**src/rtl/joint_admittance_integrator_core_assert.svh**
```systemverilog
// Assertion macros for the joint admittance integrator core.
// Clocked on clk_i and disabled while rst_ni is low; used by the top level.
`ifndef JOINT_ADMITTANCE_INTEGRATOR_CORE_ASSERT_SVH
`define JOINT_ADMITTANCE_INTEGRATOR_CORE_ASSERT_SVH

`ifndef SYNTHESIS
// Same-cycle implication.
`define JAI_ASSERT_IMPL(lbl, ante, cons, msg) \
  lbl: assert property (@(posedge clk_i) disable iff (!rst_ni) (ante) |-> (cons)) \
    else $error(msg);
// Next-cycle implication.
`define JAI_ASSERT_NEXT(lbl, ante, cons, msg) \
  lbl: assert property (@(posedge clk_i) disable iff (!rst_ni) (ante) |=> (cons)) \
    else $error(msg);
`else
`define JAI_ASSERT_IMPL(lbl, ante, cons, msg)
`define JAI_ASSERT_NEXT(lbl, ante, cons, msg)
`endif

`endif

```
**src/rtl/jai_pkg.sv**
```systemverilog
// Shared types, widths and helpers of the joint admittance integrator.
// No dependencies; imported by every module of the block.
`timescale 1ns / 1ps

package jai_pkg;

  localparam int unsigned JOINT_W   = 3;
  localparam int unsigned POS_W     = 20;
  localparam int unsigned VEL_W     = 18;
  localparam int unsigned TRQ_W     = 16;
  localparam int unsigned COEF_W    = 10;
  localparam int unsigned PACK_W    = 60;
  localparam int unsigned DT_W      = 16;
  localparam int unsigned OP_W      = 2;
  localparam int unsigned CFG_IDX_W = 3;

  localparam logic [DT_W-1:0]         DT_RESET = 16'd655;
  // pi in Q3.16
  localparam logic signed [POS_W-1:0] PI_Q16   = 20'sd205887;

  typedef enum logic [OP_W-1:0] {
    OP_SET_VEL  = 2'd0,
    OP_UPDATE   = 2'd1,
    OP_LOAD_POS = 2'd2
  } op_e;

  typedef enum logic [CFG_IDX_W-1:0] {
    REG_INV_MASS  = 3'd0,
    REG_DAMPING   = 3'd1,
    REG_VEL_LIMIT = 3'd2,
    REG_ACC_LIMIT = 3'd3,
    REG_TIME_STEP = 3'd4
  } cfg_reg_e;

  // One joint's stored state
  typedef struct packed {
    logic signed [POS_W-1:0] pos;
    logic signed [VEL_W-1:0] vel;
  } entry_t;

  // Per-joint coefficients picked out of the packs
  typedef struct packed {
    logic [COEF_W-1:0] inv_mass;
    logic [COEF_W-1:0] damping;
    logic [COEF_W-1:0] vel_lim;
    logic [COEF_W-1:0] acc_lim;
  } coef_t;

  // Datapath result and status
  typedef struct packed {
    logic                    done;
    logic                    oob;
    logic signed [POS_W-1:0] pos;
    logic signed [VEL_W-1:0] vel;
  } dp_res_t;

  // Pick the 10-bit field of joint j out of a pack
  function automatic logic [COEF_W-1:0] field10(input logic [PACK_W-1:0] pack,
                                                input logic [JOINT_W-1:0] j);
    logic [COEF_W-1:0] f;
    unique case (j)
      3'd0:    f = pack[0*COEF_W +: COEF_W];
      3'd1:    f = pack[1*COEF_W +: COEF_W];
      3'd2:    f = pack[2*COEF_W +: COEF_W];
      3'd3:    f = pack[3*COEF_W +: COEF_W];
      3'd4:    f = pack[4*COEF_W +: COEF_W];
      3'd5:    f = pack[5*COEF_W +: COEF_W];
      default: f = '0;
    endcase
    return f;
  endfunction

endpackage

```
**src/rtl/jai_state_mem.sv**
```systemverilog
// Joint state memory: one write port, one read port, registered read data.
// Per-entry valid bits make unwritten entries read as zero; uses jai_pkg.
`timescale 1ns / 1ps

module jai_state_mem #(
  parameter int unsigned Depth = 6,
  localparam int unsigned AddrW = (Depth > 1) ? $clog2(Depth) : 1
) (
  input  logic             clk_i,
  input  logic             rst_ni,
  input  logic             rd_en_i,
  input  logic [AddrW-1:0] rd_addr_i,
  output jai_pkg::entry_t  rd_data_o,
  input  logic             wr_en_i,
  input  logic [AddrW-1:0] wr_addr_i,
  input  jai_pkg::entry_t  wr_data_i
);
  import jai_pkg::*;

  entry_t           mem_q [Depth];
  logic [Depth-1:0] valid_q;
  entry_t           rd_q;
  logic             rd_valid_q;

  // Store the entry
  always_ff @(posedge clk_i) begin
    if (wr_en_i) begin
      mem_q[wr_addr_i] <= wr_data_i;
    end
  end

  // Mark written entries; reset clears all marks at once
  always_ff @(posedge clk_i or negedge rst_ni) begin
    if (!rst_ni) begin
      valid_q    <= '0;
      rd_valid_q <= 1'b0;
    end else begin
      if (wr_en_i) begin
        valid_q[wr_addr_i] <= 1'b1;
      end
      if (rd_en_i) begin
        rd_valid_q <= valid_q[rd_addr_i];
      end
    end
  end

  // Register the read data
  always_ff @(posedge clk_i) begin
    if (rd_en_i) begin
      rd_q <= mem_q[rd_addr_i];
    end
  end

  assign rd_data_o = rd_valid_q ? rd_q : '0;

endmodule

```
**src/rtl/jai_update_dp.sv**
```systemverilog
// Update-step datapath: acceleration, velocity and position in six
// register stages, four multiplies each followed by a register. Uses jai_pkg.
`timescale 1ns / 1ps

module jai_update_dp (
  input  logic                               clk_i,
  input  logic                               rst_ni,
  input  logic                               start_i,
  input  logic signed [jai_pkg::TRQ_W-1:0]   torque_i,
  input  jai_pkg::entry_t                    entry_i,
  input  jai_pkg::coef_t                     coef_i,
  input  logic        [jai_pkg::DT_W-1:0]    dt_i,
  output jai_pkg::dp_res_t                   res_o
);
  import jai_pkg::*;

  localparam int unsigned Stages = 6;
  localparam int unsigned ProdAW = TRQ_W + COEF_W + 1;
  localparam int unsigned ProdBW = VEL_W + COEF_W + 1;
  localparam int unsigned AccW   = 32;
  localparam int unsigned AccQW  = 23;
  localparam int unsigned DvW    = AccQW + DT_W + 1;
  localparam int unsigned DpW    = VEL_W + DT_W + 1;
  localparam int unsigned VsumW  = VEL_W + 2;
  localparam int unsigned DpOutW = VEL_W + 1;
  localparam int unsigned PsumW  = POS_W + 1;

  localparam logic signed [DvW-1:0]   DvRound = DvW'(1) <<< 21;
  localparam logic signed [DpW-1:0]   DpRound = DpW'(1) <<< 15;
  localparam logic signed [PsumW-1:0] PosMax  = PsumW'((1 << (POS_W - 1)) - 1);
  localparam logic signed [PsumW-1:0] PosMin  = -PsumW'(1 << (POS_W - 1));

  logic [Stages-1:0] stage_q;

  logic signed [DT_W:0]       dt_s;
  logic signed [COEF_W:0]     im_s;
  logic signed [COEF_W:0]     dr_s;

  logic signed [ProdAW-1:0]   prod_a_d, prod_a_q;
  logic signed [ProdBW-1:0]   prod_b_d, prod_b_q;
  logic signed [VEL_W-1:0]    vel_q;
  logic signed [POS_W-1:0]    pos_q;

  logic signed [AccW-1:0]     acc_raw, alim_s, acc_c;
  logic signed [AccQW-1:0]    acc_d, acc_q;

  logic signed [DvW-1:0]      dvprod_d, dvprod_q, dv_sum;
  logic signed [VEL_W-1:0]    dv;
  logic signed [VsumW-1:0]    vsum, vlim_s, vclamp;
  logic signed [VEL_W-1:0]    vnew_d, vnew_q;

  logic signed [DpW-1:0]      dpprod_d, dpprod_q, dp_sum;
  logic signed [DpOutW-1:0]   dp;
  logic signed [PsumW-1:0]    psum;
  logic signed [POS_W-1:0]    pnew_d, pnew_q;
  logic                       oob_d, oob_q;

  // Advance the stage marker
  always_ff @(posedge clk_i or negedge rst_ni) begin
    if (!rst_ni) begin
      stage_q <= '0;
    end else begin
      stage_q <= {stage_q[Stages-2:0], start_i};
    end
  end

  // Stage 0: force and damping products
  always_comb begin
    dt_s     = {1'b0, dt_i};
    im_s     = {1'b0, coef_i.inv_mass};
    dr_s     = {1'b0, coef_i.damping};
    prod_a_d = torque_i * im_s;
    prod_b_d = entry_i.vel * dr_s;
  end

  // Stage 1: acceleration in Q.22, clamped to the limit
  always_comb begin
    acc_raw = (AccW'(prod_a_q) <<< 4) - AccW'(prod_b_q);
    alim_s  = AccW'({coef_i.acc_lim, 12'b0});
    priority if (acc_raw > alim_s) begin
      acc_c = alim_s;
    end else if (acc_raw < -alim_s) begin
      acc_c = -alim_s;
    end else begin
      acc_c = acc_raw;
    end
    acc_d = acc_c[AccQW-1:0];
  end

  // Stage 2: velocity change product
  assign dvprod_d = acc_q * dt_s;

  // Stage 3: round, add and clamp the velocity
  always_comb begin
    dv_sum = dvprod_q + DvRound;
    dv     = dv_sum[22 +: VEL_W];
    vsum   = VsumW'(vel_q) + VsumW'(dv);
    vlim_s = VsumW'({coef_i.vel_lim, 6'b0});
    priority if (vsum > vlim_s) begin
      vclamp = vlim_s;
    end else if (vsum < -vlim_s) begin
      vclamp = -vlim_s;
    end else begin
      vclamp = vsum;
    end
    vnew_d = vclamp[VEL_W-1:0];
  end

  // Stage 4: position change product
  assign dpprod_d = vnew_q * dt_s;

  // Stage 5: round, add, saturate and check the bound
  always_comb begin
    dp_sum = dpprod_q + DpRound;
    dp     = dp_sum[16 +: DpOutW];
    psum   = PsumW'(pos_q) + PsumW'(dp);
    priority if (psum > PosMax) begin
      pnew_d = PosMax[POS_W-1:0];
    end else if (psum < PosMin) begin
      pnew_d = PosMin[POS_W-1:0];
    end else begin
      pnew_d = psum[POS_W-1:0];
    end
    oob_d = (pnew_d > PI_Q16) || (pnew_d < -PI_Q16);
  end

  // Hold each stage's result
  always_ff @(posedge clk_i) begin
    if (start_i) begin
      prod_a_q <= prod_a_d;
      prod_b_q <= prod_b_d;
      vel_q    <= entry_i.vel;
      pos_q    <= entry_i.pos;
    end
    if (stage_q[0]) begin
      acc_q <= acc_d;
    end
    if (stage_q[1]) begin
      dvprod_q <= dvprod_d;
    end
    if (stage_q[2]) begin
      vnew_q <= vnew_d;
    end
    if (stage_q[3]) begin
      dpprod_q <= dpprod_d;
    end
    if (stage_q[4]) begin
      pnew_q <= pnew_d;
      oob_q  <= oob_d;
    end
  end

  assign res_o.done = stage_q[Stages-1];
  assign res_o.oob  = oob_q;
  assign res_o.pos  = pnew_q;
  assign res_o.vel  = vnew_q;

endmodule

```
**src/rtl/joint_admittance_integrator_core.sv**
```systemverilog
// Top level of the per-joint mass-damper admittance integrator.
// Holds configuration, the item sequencer and the output register;
// uses jai_pkg, jai_state_mem, jai_update_dp and the assertion header.
//
//   Channel  Handshake                   Payload
//   in       in_valid_i / in_ready_o     operation, joint, torque, measured_velocity,
//                                        initial_position
//   out      out_valid_o / out_ready_i   joint_out, position, velocity, fault
//   cfg      cfg_we_i (no wait)          cfg_idx_i, cfg_data_i
//
// One item at a time. An update step runs a memory read, the datapath's register stages
// (four multiplies), a write-back and a return to idle before the next item is accepted;
// other items skip the datapath.
// Reset clears all joint state through the memory's valid bits: no clearing pass.
// A result waits in the output register; write-back holds while it is not taken.
`timescale 1ns / 1ps
`include "joint_admittance_integrator_core_assert.svh"

module joint_admittance_integrator_core #(
  parameter int unsigned JOINTS = 6
) (
  input  logic                                  clk_i,
  input  logic                                  rst_ni,
  // input items
  input  logic                                  in_valid_i,
  output logic                                  in_ready_o,
  input  logic        [jai_pkg::OP_W-1:0]       operation_i,
  input  logic        [jai_pkg::JOINT_W-1:0]    joint_i,
  input  logic signed [jai_pkg::TRQ_W-1:0]      torque_i,
  input  logic signed [jai_pkg::VEL_W-1:0]      measured_velocity_i,
  input  logic signed [jai_pkg::POS_W-1:0]      initial_position_i,
  // result items
  output logic                                  out_valid_o,
  input  logic                                  out_ready_i,
  output logic        [jai_pkg::JOINT_W-1:0]    joint_out_o,
  output logic signed [jai_pkg::POS_W-1:0]      position_o,
  output logic signed [jai_pkg::VEL_W-1:0]      velocity_o,
  output logic                                  fault_o,
  // configuration writes
  input  logic                                  cfg_we_i,
  input  logic        [jai_pkg::CFG_IDX_W-1:0]  cfg_idx_i,
  input  logic        [jai_pkg::PACK_W-1:0]     cfg_data_i
);
  import jai_pkg::*;

  localparam int unsigned AddrW = (JOINTS > 1) ? $clog2(JOINTS) : 1;
  localparam logic [JOINT_W-1:0] JointLim = JOINT_W'(JOINTS);

  typedef enum logic [1:0] {
    S_IDLE,
    S_READ,
    S_CALC,
    S_WRITE
  } state_e;

  state_e state_q;

  // Configuration registers
  logic [PACK_W-1:0] inv_mass_q, damping_q, vel_limit_q, acc_limit_q;
  logic [DT_W-1:0]   time_step_q;

  // Item registers
  op_e                     item_op_q;
  logic [JOINT_W-1:0]      item_joint_q;
  logic signed [TRQ_W-1:0] item_torque_q;
  logic signed [VEL_W-1:0] item_mvel_q;
  logic signed [POS_W-1:0] item_ipos_q;

  // Result and output registers
  logic signed [POS_W-1:0] res_pos_q;
  logic signed [VEL_W-1:0] res_vel_q;
  logic                    res_wr_q;
  logic                    res_oob_q;
  logic                    fault_q;
  logic                    out_valid_q;
  logic [JOINT_W-1:0]      out_joint_q;
  logic signed [POS_W-1:0] out_pos_q;
  logic signed [VEL_W-1:0] out_vel_q;
  logic                    out_fault_q;

  logic    in_fire, rd_en, joint_ok, out_free, dp_start, mem_we, fault_next;
  entry_t  rd_entry, wr_entry;
  coef_t   coef;
  dp_res_t dp_res;

  assign in_ready_o = (state_q == S_IDLE);
  assign in_fire    = in_valid_i && in_ready_o;
  assign rd_en      = in_fire && (joint_i < JointLim);
  assign joint_ok   = (item_joint_q < JointLim);
  assign out_free   = !out_valid_q || out_ready_i;
  assign dp_start   = (state_q == S_READ) && joint_ok && (item_op_q == OP_UPDATE) && !fault_q;
  assign mem_we     = (state_q == S_WRITE) && out_free && res_wr_q;
  assign fault_next = fault_q || res_oob_q;
  assign wr_entry   = '{pos: res_pos_q, vel: res_vel_q};

  // Pick the joint's coefficients
  always_comb begin
    coef.inv_mass = field10(inv_mass_q, item_joint_q);
    coef.damping  = field10(damping_q, item_joint_q);
    coef.vel_lim  = field10(vel_limit_q, item_joint_q);
    coef.acc_lim  = field10(acc_limit_q, item_joint_q);
  end

  // Write configuration registers
  always_ff @(posedge clk_i or negedge rst_ni) begin
    if (!rst_ni) begin
      inv_mass_q  <= '0;
      damping_q   <= '0;
      vel_limit_q <= '0;
      acc_limit_q <= '0;
      time_step_q <= DT_RESET;
    end else if (cfg_we_i) begin
      unique case (cfg_idx_i)
        REG_INV_MASS:  inv_mass_q  <= cfg_data_i;
        REG_DAMPING:   damping_q   <= cfg_data_i;
        REG_VEL_LIMIT: vel_limit_q <= cfg_data_i;
        REG_ACC_LIMIT: acc_limit_q <= cfg_data_i;
        REG_TIME_STEP: time_step_q <= cfg_data_i[DT_W-1:0];
        default: ;
      endcase
    end
  end

  // Capture the accepted item
  always_ff @(posedge clk_i) begin
    if (in_fire) begin
      item_op_q     <= op_e'(operation_i);
      item_joint_q  <= joint_i;
      item_torque_q <= torque_i;
      item_mvel_q   <= measured_velocity_i;
      item_ipos_q   <= initial_position_i;
    end
  end

  jai_state_mem #(
    .Depth(JOINTS)
  ) u_mem (
    .clk_i     (clk_i),
    .rst_ni    (rst_ni),
    .rd_en_i   (rd_en),
    .rd_addr_i (joint_i[AddrW-1:0]),
    .rd_data_o (rd_entry),
    .wr_en_i   (mem_we),
    .wr_addr_i (item_joint_q[AddrW-1:0]),
    .wr_data_i (wr_entry)
  );

  jai_update_dp u_dp (
    .clk_i    (clk_i),
    .rst_ni   (rst_ni),
    .start_i  (dp_start),
    .torque_i (item_torque_q),
    .entry_i  (rd_entry),
    .coef_i   (coef),
    .dt_i     (time_step_q),
    .res_o    (dp_res)
  );

  // Sequence one item: read, compute (updates only), write back where needed and present the result
  always_ff @(posedge clk_i or negedge rst_ni) begin
    if (!rst_ni) begin
      state_q     <= S_IDLE;
      res_pos_q   <= '0;
      res_vel_q   <= '0;
      res_wr_q    <= 1'b0;
      res_oob_q   <= 1'b0;
      fault_q     <= 1'b0;
      out_valid_q <= 1'b0;
      out_joint_q <= '0;
      out_pos_q   <= '0;
      out_vel_q   <= '0;
      out_fault_q <= 1'b0;
    end else begin
      // drop the result once taken, unless a new one replaces it
      if (out_valid_q && out_ready_i && (state_q != S_WRITE)) begin
        out_valid_q <= 1'b0;
      end
      unique case (state_q)
        S_IDLE: begin
          if (in_fire) begin
            state_q <= S_READ;
          end
        end
        S_READ: begin
          res_oob_q <= 1'b0;
          priority if (dp_start) begin
            state_q <= S_CALC;
          end else if (!joint_ok) begin
            res_pos_q <= '0;
            res_vel_q <= '0;
            res_wr_q  <= 1'b0;
            state_q   <= S_WRITE;
          end else begin
            unique case (item_op_q)
              OP_SET_VEL: begin
                res_pos_q <= rd_entry.pos;
                res_vel_q <= item_mvel_q;
                res_wr_q  <= 1'b1;
              end
              OP_LOAD_POS: begin
                res_pos_q <= item_ipos_q;
                res_vel_q <= rd_entry.vel;
                res_wr_q  <= 1'b1;
              end
              default: begin
                // update after a fault, or an unused operation code
                res_pos_q <= rd_entry.pos;
                res_vel_q <= rd_entry.vel;
                res_wr_q  <= 1'b0;
              end
            endcase
            state_q <= S_WRITE;
          end
        end
        S_CALC: begin
          if (dp_res.done) begin
            res_pos_q <= dp_res.pos;
            res_vel_q <= dp_res.vel;
            res_oob_q <= dp_res.oob;
            res_wr_q  <= 1'b1;
            state_q   <= S_WRITE;
          end
        end
        S_WRITE: begin
          if (out_free) begin
            fault_q     <= fault_next;
            out_valid_q <= 1'b1;
            out_joint_q <= item_joint_q;
            out_pos_q   <= res_pos_q;
            out_vel_q   <= res_vel_q;
            out_fault_q <= fault_next;
            state_q     <= S_IDLE;
          end
        end
        default: state_q <= S_IDLE;
      endcase
    end
  end

  assign out_valid_o = out_valid_q;
  assign joint_out_o = out_joint_q;
  assign position_o  = out_pos_q;
  assign velocity_o  = out_vel_q;
  assign fault_o     = out_fault_q;

  // Checks
  `JAI_ASSERT_NEXT(a_fault_sticky, fault_q, fault_q, "bound fault cleared without reset")
  `JAI_ASSERT_IMPL(a_dp_done_in_calc, dp_res.done, state_q == S_CALC,
                   "datapath finished outside the compute state")
  `JAI_ASSERT_NEXT(a_no_write_after_accept, in_fire, !mem_we,
                   "memory written right after an item was accepted")
  `JAI_ASSERT_NEXT(a_bad_joint_zero, (state_q == S_WRITE) && out_free && !joint_ok,
                   (position_o == '0) && (velocity_o == '0),
                   "result for an absent joint is not zero")

endmodule
```
**config.mk**
```make
export PLATFORM = sky130hd
export DESIGN_NAME = joint_admittance_integrator_core
export DESIGN_NICKNAME = d
export VERILOG_FILES = /design/src/rtl/jai_pkg.sv /design/src/rtl/jai_state_mem.sv /design/src/rtl/jai_update_dp.sv /design/src/rtl/joint_admittance_integrator_core.sv
export VERILOG_INCLUDE_DIRS = /design/src /design/src/rtl
export SDC_FILE = /design/constraint.sdc
export NUM_CORES = 2
export LEC_CHECK = 0
export BUFFER_PORTS_ARGS = -buffer_cell sky130_fd_sc_hd__buf_4
export CAP_MARGIN = 20
export CORE_AREA = 10 10 515 517
export CTS_CLUSTER_DIAMETER = 30
export CTS_CLUSTER_SIZE = 40
export DETAILED_ROUTE_END_ITERATION = 6
export DIE_AREA = 0 0 525 527
export GPL_TIMING_DRIVEN = 0
export PLACE_DENSITY = 0.56
export SYNTH_ARGS = -nofsm -noshare
export SYNTH_HDL_FRONTEND = slang
export SYNTH_HIERARCHICAL = 1
export SYNTH_SLANG_ARGS = --single-unit
```
**constraint.sdc**
```tcl
create_clock -name clk_i -period 7.6 [get_ports clk_i]
set_input_delay 0 -clock clk_i [delete_from_list [all_inputs] [get_ports clk_i]]
set_output_delay 0 -clock clk_i [all_outputs]
set_load 0.03 [all_outputs]
```
* Yosys cells after proc, flatten, opt, wreduce, memory -nomap -nowiden *
Memories as Yosys holds them, arrays and structs flattened. A register that Yosys moved wholly into a read port is not among the register bits.
Index checks and enable logic that the tools add are counted.

storage, ports and cells
  bits in writable memories = 228
  memories = 1
  bits of input ports = 127
  word-level logic and storage cells = 152
  output and inout port bits = 44
  register bits after elaboration = 644

operators by class
  bitwise operators = 1
  equal/unequal tests = 19
  reduce and logical (&&, ||, !) cells = 30
  multiply operators = 4
  $add $sub $neg = 7
  magnitude comparators = 13
  muxes and demuxes = 42

memory list
  memory       words  bits a word  read ports  clocked after memory_dff  wr ports  line                 source
  u_mem.mem_q  6      38           1           1                         1         jai_state_mem.sv:20  entry_t mem_q [Depth];

operator list
  operator                  number
  $pmux W10 S6              4
  $mux W20                  6
  $mux W18                  5
  $add A40 B23 Y40 const B  1
  $mul A23 B17 Y40          1
  $pmux W20 S2              1
  $mux W38                  1
  $pmux W18 S2              1
  $add A35 B17 Y35 const B  1
  $mul A18 B17 Y35          1
  $gt A32 B23 Y1            1
  $lt A32 B32 Y1            1
  $neg A22 Y32              1
  $sub A31 B29 Y32          1
  $mul A18 B11 Y29          1
  $mul A16 B11 Y27          1
  $mux W23                  1
  $mux W22                  1
  $add A20 B19 Y21          1
  $gt A21 B20 Y1 const B    1
  $lt A21 B20 Y1 const B    1
  $gt A20 B19 Y1 const B    1
  $lt A19 B20 Y1            1
  $lt A20 B19 Y1 const B    1
  other kinds (30)          80

* Longest topological paths before layout *
  depth in word-level cells = 7
  gate-level depth with buffers = 31
  depth with buffers taken out = 27

* Hierarchy *
The synthesis kept the hierarchy.

by module, submodules not included
  module                            cells each  area an instance (µm²)  times used
  jai_update_dp                     5142        48365.1                 1
  joint_admittance_integrator_core  1204        17339.1                 1
  jai_state_mem                     511         10352.4                 1

* Worst setup path after synthesis *
OpenSTA, ideal clock, no wires.

  path type = flip-flop to flip-flop
  start point = register item_joint_q[0]
  end point = register u_dp.prod_b_q[28] (data pin)
  data arrival time = 6662 ps
  cell stages (with the launch flop) = 29
  path slack = 678 ps
  required time = 7340 ps
  period minus slack after synthesis = 6922 ps
  path buffers = 4
  path through = edfxtp_1 > nor2b_1 > clkbuf_1 > clkbuf_1 > a22oi_1 > o22ai_1 > clkbuf_1 > clkbuf_1 > nand2_1 > fa_1 > fa_1 > inv_1 > fa_1 > fa_1 > inv_1 > fa_1 > inv_1 > ha_1 > nor4_1 > o21ai_0 > a41oi_1 > o21ai_0 > o31ai_1 > o21a_1 > o21ai_0 > nor3_1 > o21bai_1 > a21oi_1 > xnor2_1

RTL lines
  what                      line                                     source
  start: declaration        joint_admittance_integrator_core.sv:64   logic [JOINT_W-1:0] item_joint_q;
  start signal: assignment  joint_admittance_integrator_core.sv:128  item_joint_q <= joint_i;
  end signal: assignment    jai_update_dp.sv:131                     prod_b_q <= prod_b_d;
  end: declaration          jai_update_dp.sv:40                      logic signed [ProdBW-1:0] prod_b_d, prod_b_q;

==> qor.yml <==
global_routing:
  grt_pass1_wl_mm: 356
  grt_use_total: 0.167
  grt_max_degree: 112
  grt_overflow_total: 0
  antenna_found_initial: 35
  grt_pass1_vias: 56800
yosys:
  syn_area_um2: 76100
  synth_nets: 8387
  synthArstFlopShare: 0.405
  synth_flop_cell: "edfxtp_1"
  yosysWarnings: 6
  yosysUniqueCellTypes: 93
  synthCells: 6857
  synth-edff-count: 520
  syn_area_per_cell_um2: 11.1
  yosysSeqAreaShare: 0.322
  ys_ff_latch: 874
finish:
  ff_latch_area_um2: 24500
  nets: 9018
  final_area_um2: 92100
  fillCellCount: 24900
  final_core_util: 0.361
  syn_to_final_growth_pct: 21.1
  multi_input_area_um2: 46200
  drive_above_1_share: 0.149
floorplanning:
  start_util: 0.298
  num_rows: 186
  die_h_um: 527
  coreArea_um2: 255000
  die_w_um: 525
  pin_count: 171
  die_area_um2: 277000
sta:
  relSlewSlack: 0.250
  worst-slew-pin-transition_ps: 1110
  clock_skew_ps: 40.0
  hold_viol: 0
  fin_crit_sh: 0.964
  setup-violations-final: 0
  period_needed_ps: 7330
  hold_slack_ps: 46.0
  final-max-slew-violation-count: 0
  fmax_mhz: 137
critical_path:
  critPathTopFamily: "adder cells"
  critPathLaunchType: "flip-flop"
  cpMaxStageDelayCell: "fa_1"
  cp_slowest_stage_delay_ps: 550
  cp_max_fo: 10
  arrival_ps: 7850
  path_buf_inv: 6
  endpoint_kind: "flip-flop"
  crit_type: "flip-flop to flip-flop"
  crit_top_cell: "fa_1"
  critPathRequiredTime_ps: 8130
hold_path:
  hold_class: "primary input to flip-flop"
placed_design:
  dpl.hpwl_mm: 183
  numPortBuffers: 169
  postPlaceCellArea_um2: 82100
  gp_congestion: 0.917
drt:
  routedWlPerCell_um: 21.2
  wl_mm: 234
  first_pass_iters: 7
  vias: 53300
  drt-initial-drc-count: 4006
  vias_per_cell: 4.83
  antenna_left: 0
  drc: 0
clocking:
  cts_made_buffers: 189
  insertion_delay_ps: 830
  cts_root_buf: "clkbuf_16"
  cts.sinks: 874
  cts_tree: "built"
  cts_max_path_buffers: 3
  path_clk_slew_ps: 50
  cts_max_level: 4
flow_run:
  cap_violations: 0
run_status:
  status: "finished clean"
## cell usage in the layout (no fill, tap or decap), types with 17 or more instances in the layout
cell type,n
inv_1,1151
fa_1,959
nand2_1,638
and2_1,521
edfxtp_1,520
ha_1,442
dfrtp_1,345
buf_4,241
mux2_2,237
nor2_1,195
clkbuf_16,194
dlygate4sd3_1,192
a21oi_1,177
xnor2_1,143
mux2i_1,132
o21ai_0,120
clkbuf_1,118
mux2_1,94
o21a_1,79
nor3_1,63
a21o_1,58
o211ai_1,55
nand3_1,54
buf_2,53
clkbuf_2,50
xor2_1,47
mux4_2,42
nand2b_1,40
a22oi_1,38
buf_6,37
and3_1,37
nor2b_1,33
bufinv_16,32
nand4_1,27
clkinv_4,24
clkinv_2,22
o21ai_1,18
clkbuf_4,17
a211oi_1,17
a31oi_1,17
## cells in the mapped netlist, types with 143 or more instances
cell type | number | share of area
inv_1 | 1152 | 0.057
fa_1 | 960 | 0.25
nand2_1 | 639 | 0.032
and2_1 | 523 | 0.043
edfxtp_1 | 520 | 0.21
ha_1 | 443 | 0.073
dfrtp_1 | 348 | 0.11
mux2_2 | 237 | 0.035
nor2_1 | 202 | 0.010
clkbuf_1 | 194 | 0.0096
a21oi_1 | 183 | 0.012
xnor2_1 | 143 | 0.016
## timing repair
item | 4_1_cts | 5_1_grt
pin swaps | 5 | 11
setup endpoints to repair | 49 | 20
hold buffers | 193 | 0
hold endpoints to repair | 544 | 0
resized for setup | 139 | 129
setup buffers | 14 | 40
## cells by family (layout without fill, tap and decap cells)
group	after synthesis	after routing	share of synthesized area
compound gates	737	737	0.0636
xor+xnor	193	193	0.0225
fa+ha+maj	1403	1403	0.326
buf+inv	1443	2237	0.0753
flops	874	874	0.322
mux	507	507	0.0795
other cells	0	13	0
simple gates	1700	1700	0.112
## final cells by class
type | count | area share
plain buffers | 282 | 0.0180
multi-input cells | 4540 | 0.502
diodes | 13 | 0.000353
flip-flops and latches | 874 | 0.266
clock buffers | 223 | 0.0555
well taps | 3384 | 0.0460
inverters | 1153 | 0.0470
clock inverters | 131 | 0.0204
repair buffers | 448 | 0.0450
## layer usage
| layer | wire [um] | part of all wire | global-route usage | up-vias |
|---|---|---|---|---|
| met1 | 98200 | 0.42 | 0.217 | 27400 |
| met4 | 8930 | 0.038 | 0.0638 | 16 |
| met3 | 15600 | 0.066 | 0.0329 | 428 |
| met5 | 98 | 0.00042 | 0 | - |
| met2 | 112000 | 0.48 | 0.276 | 1763 |
| li1 | - | - | - | 23700 |
## worst min-delay path: stages
cell and delay, ps:
dlygate4sd3_1 530, buf_4 140, mux2_1 130
## registers in the layout (all words and copies together) (netlist names), 19 cells and up
| signal | count |
|---|---|
| acc_limit_q | 60 |
| damping_q | 60 |
| inv_mass_q | 60 |
| item_ipos_q | 20 |
| position_o | 20 |
| res_pos_q | 20 |
| u_dp/acc_q | 23 |
| u_dp/dpprod_q | 20 |
| u_dp/dvprod_q | 19 |
| u_dp/pnew_q | 20 |
| u_dp/pos_q | 20 |
| u_dp/prod_a_q | 27 |
| u_dp/prod_b_q | 29 |
| u_mem/mem_q | 228 |
| u_mem/rd_q | 38 |
| vel_limit_q | 60 |
## per-stage QoR
| stage | setup slack, ps | cells | setup TNS [ps] |
|---|---|---|---|
| 4_1_cts | -12.4 | 11000 | -12.4 |
| 2_1_floorplan | 678 | 6857 | 0 |
| 3_3_place_gp | -1700 | 10400 | -92610 |
| 3_5_place_dp | -1810 | 10400 | -36240 |
| 5_1_grt | -12.7 | 11000 | -35.9 |
| 6_report | 275 | 11000 | 0 |
## worst paths after layout
kind / start / to / slack [ps] / cells past startpoint
setup / recovery: item_joint_q[1] / u_dp/prod_b_q[28] / 270 / 27
max in group asynchronous: rst_ni / inv_mass_q[47] / 6050 / 5
hold reg to reg: u_mem/valid_q[4] / u_mem/valid_q[4] / 460 / 1
setup reg to reg: item_joint_q[1] / u_dp/prod_b_q[28] / 270 / 27
min in group asynchronous: rst_ni / res_pos_q[13] / 320 / 4
hold / removal: cfg_data_i[52] / inv_mass_q[52] / 50 / 3
Power is left out: the tool's default activity adds up to more than one toggle a clock period on the data nets, which glitch-free logic cannot reach.
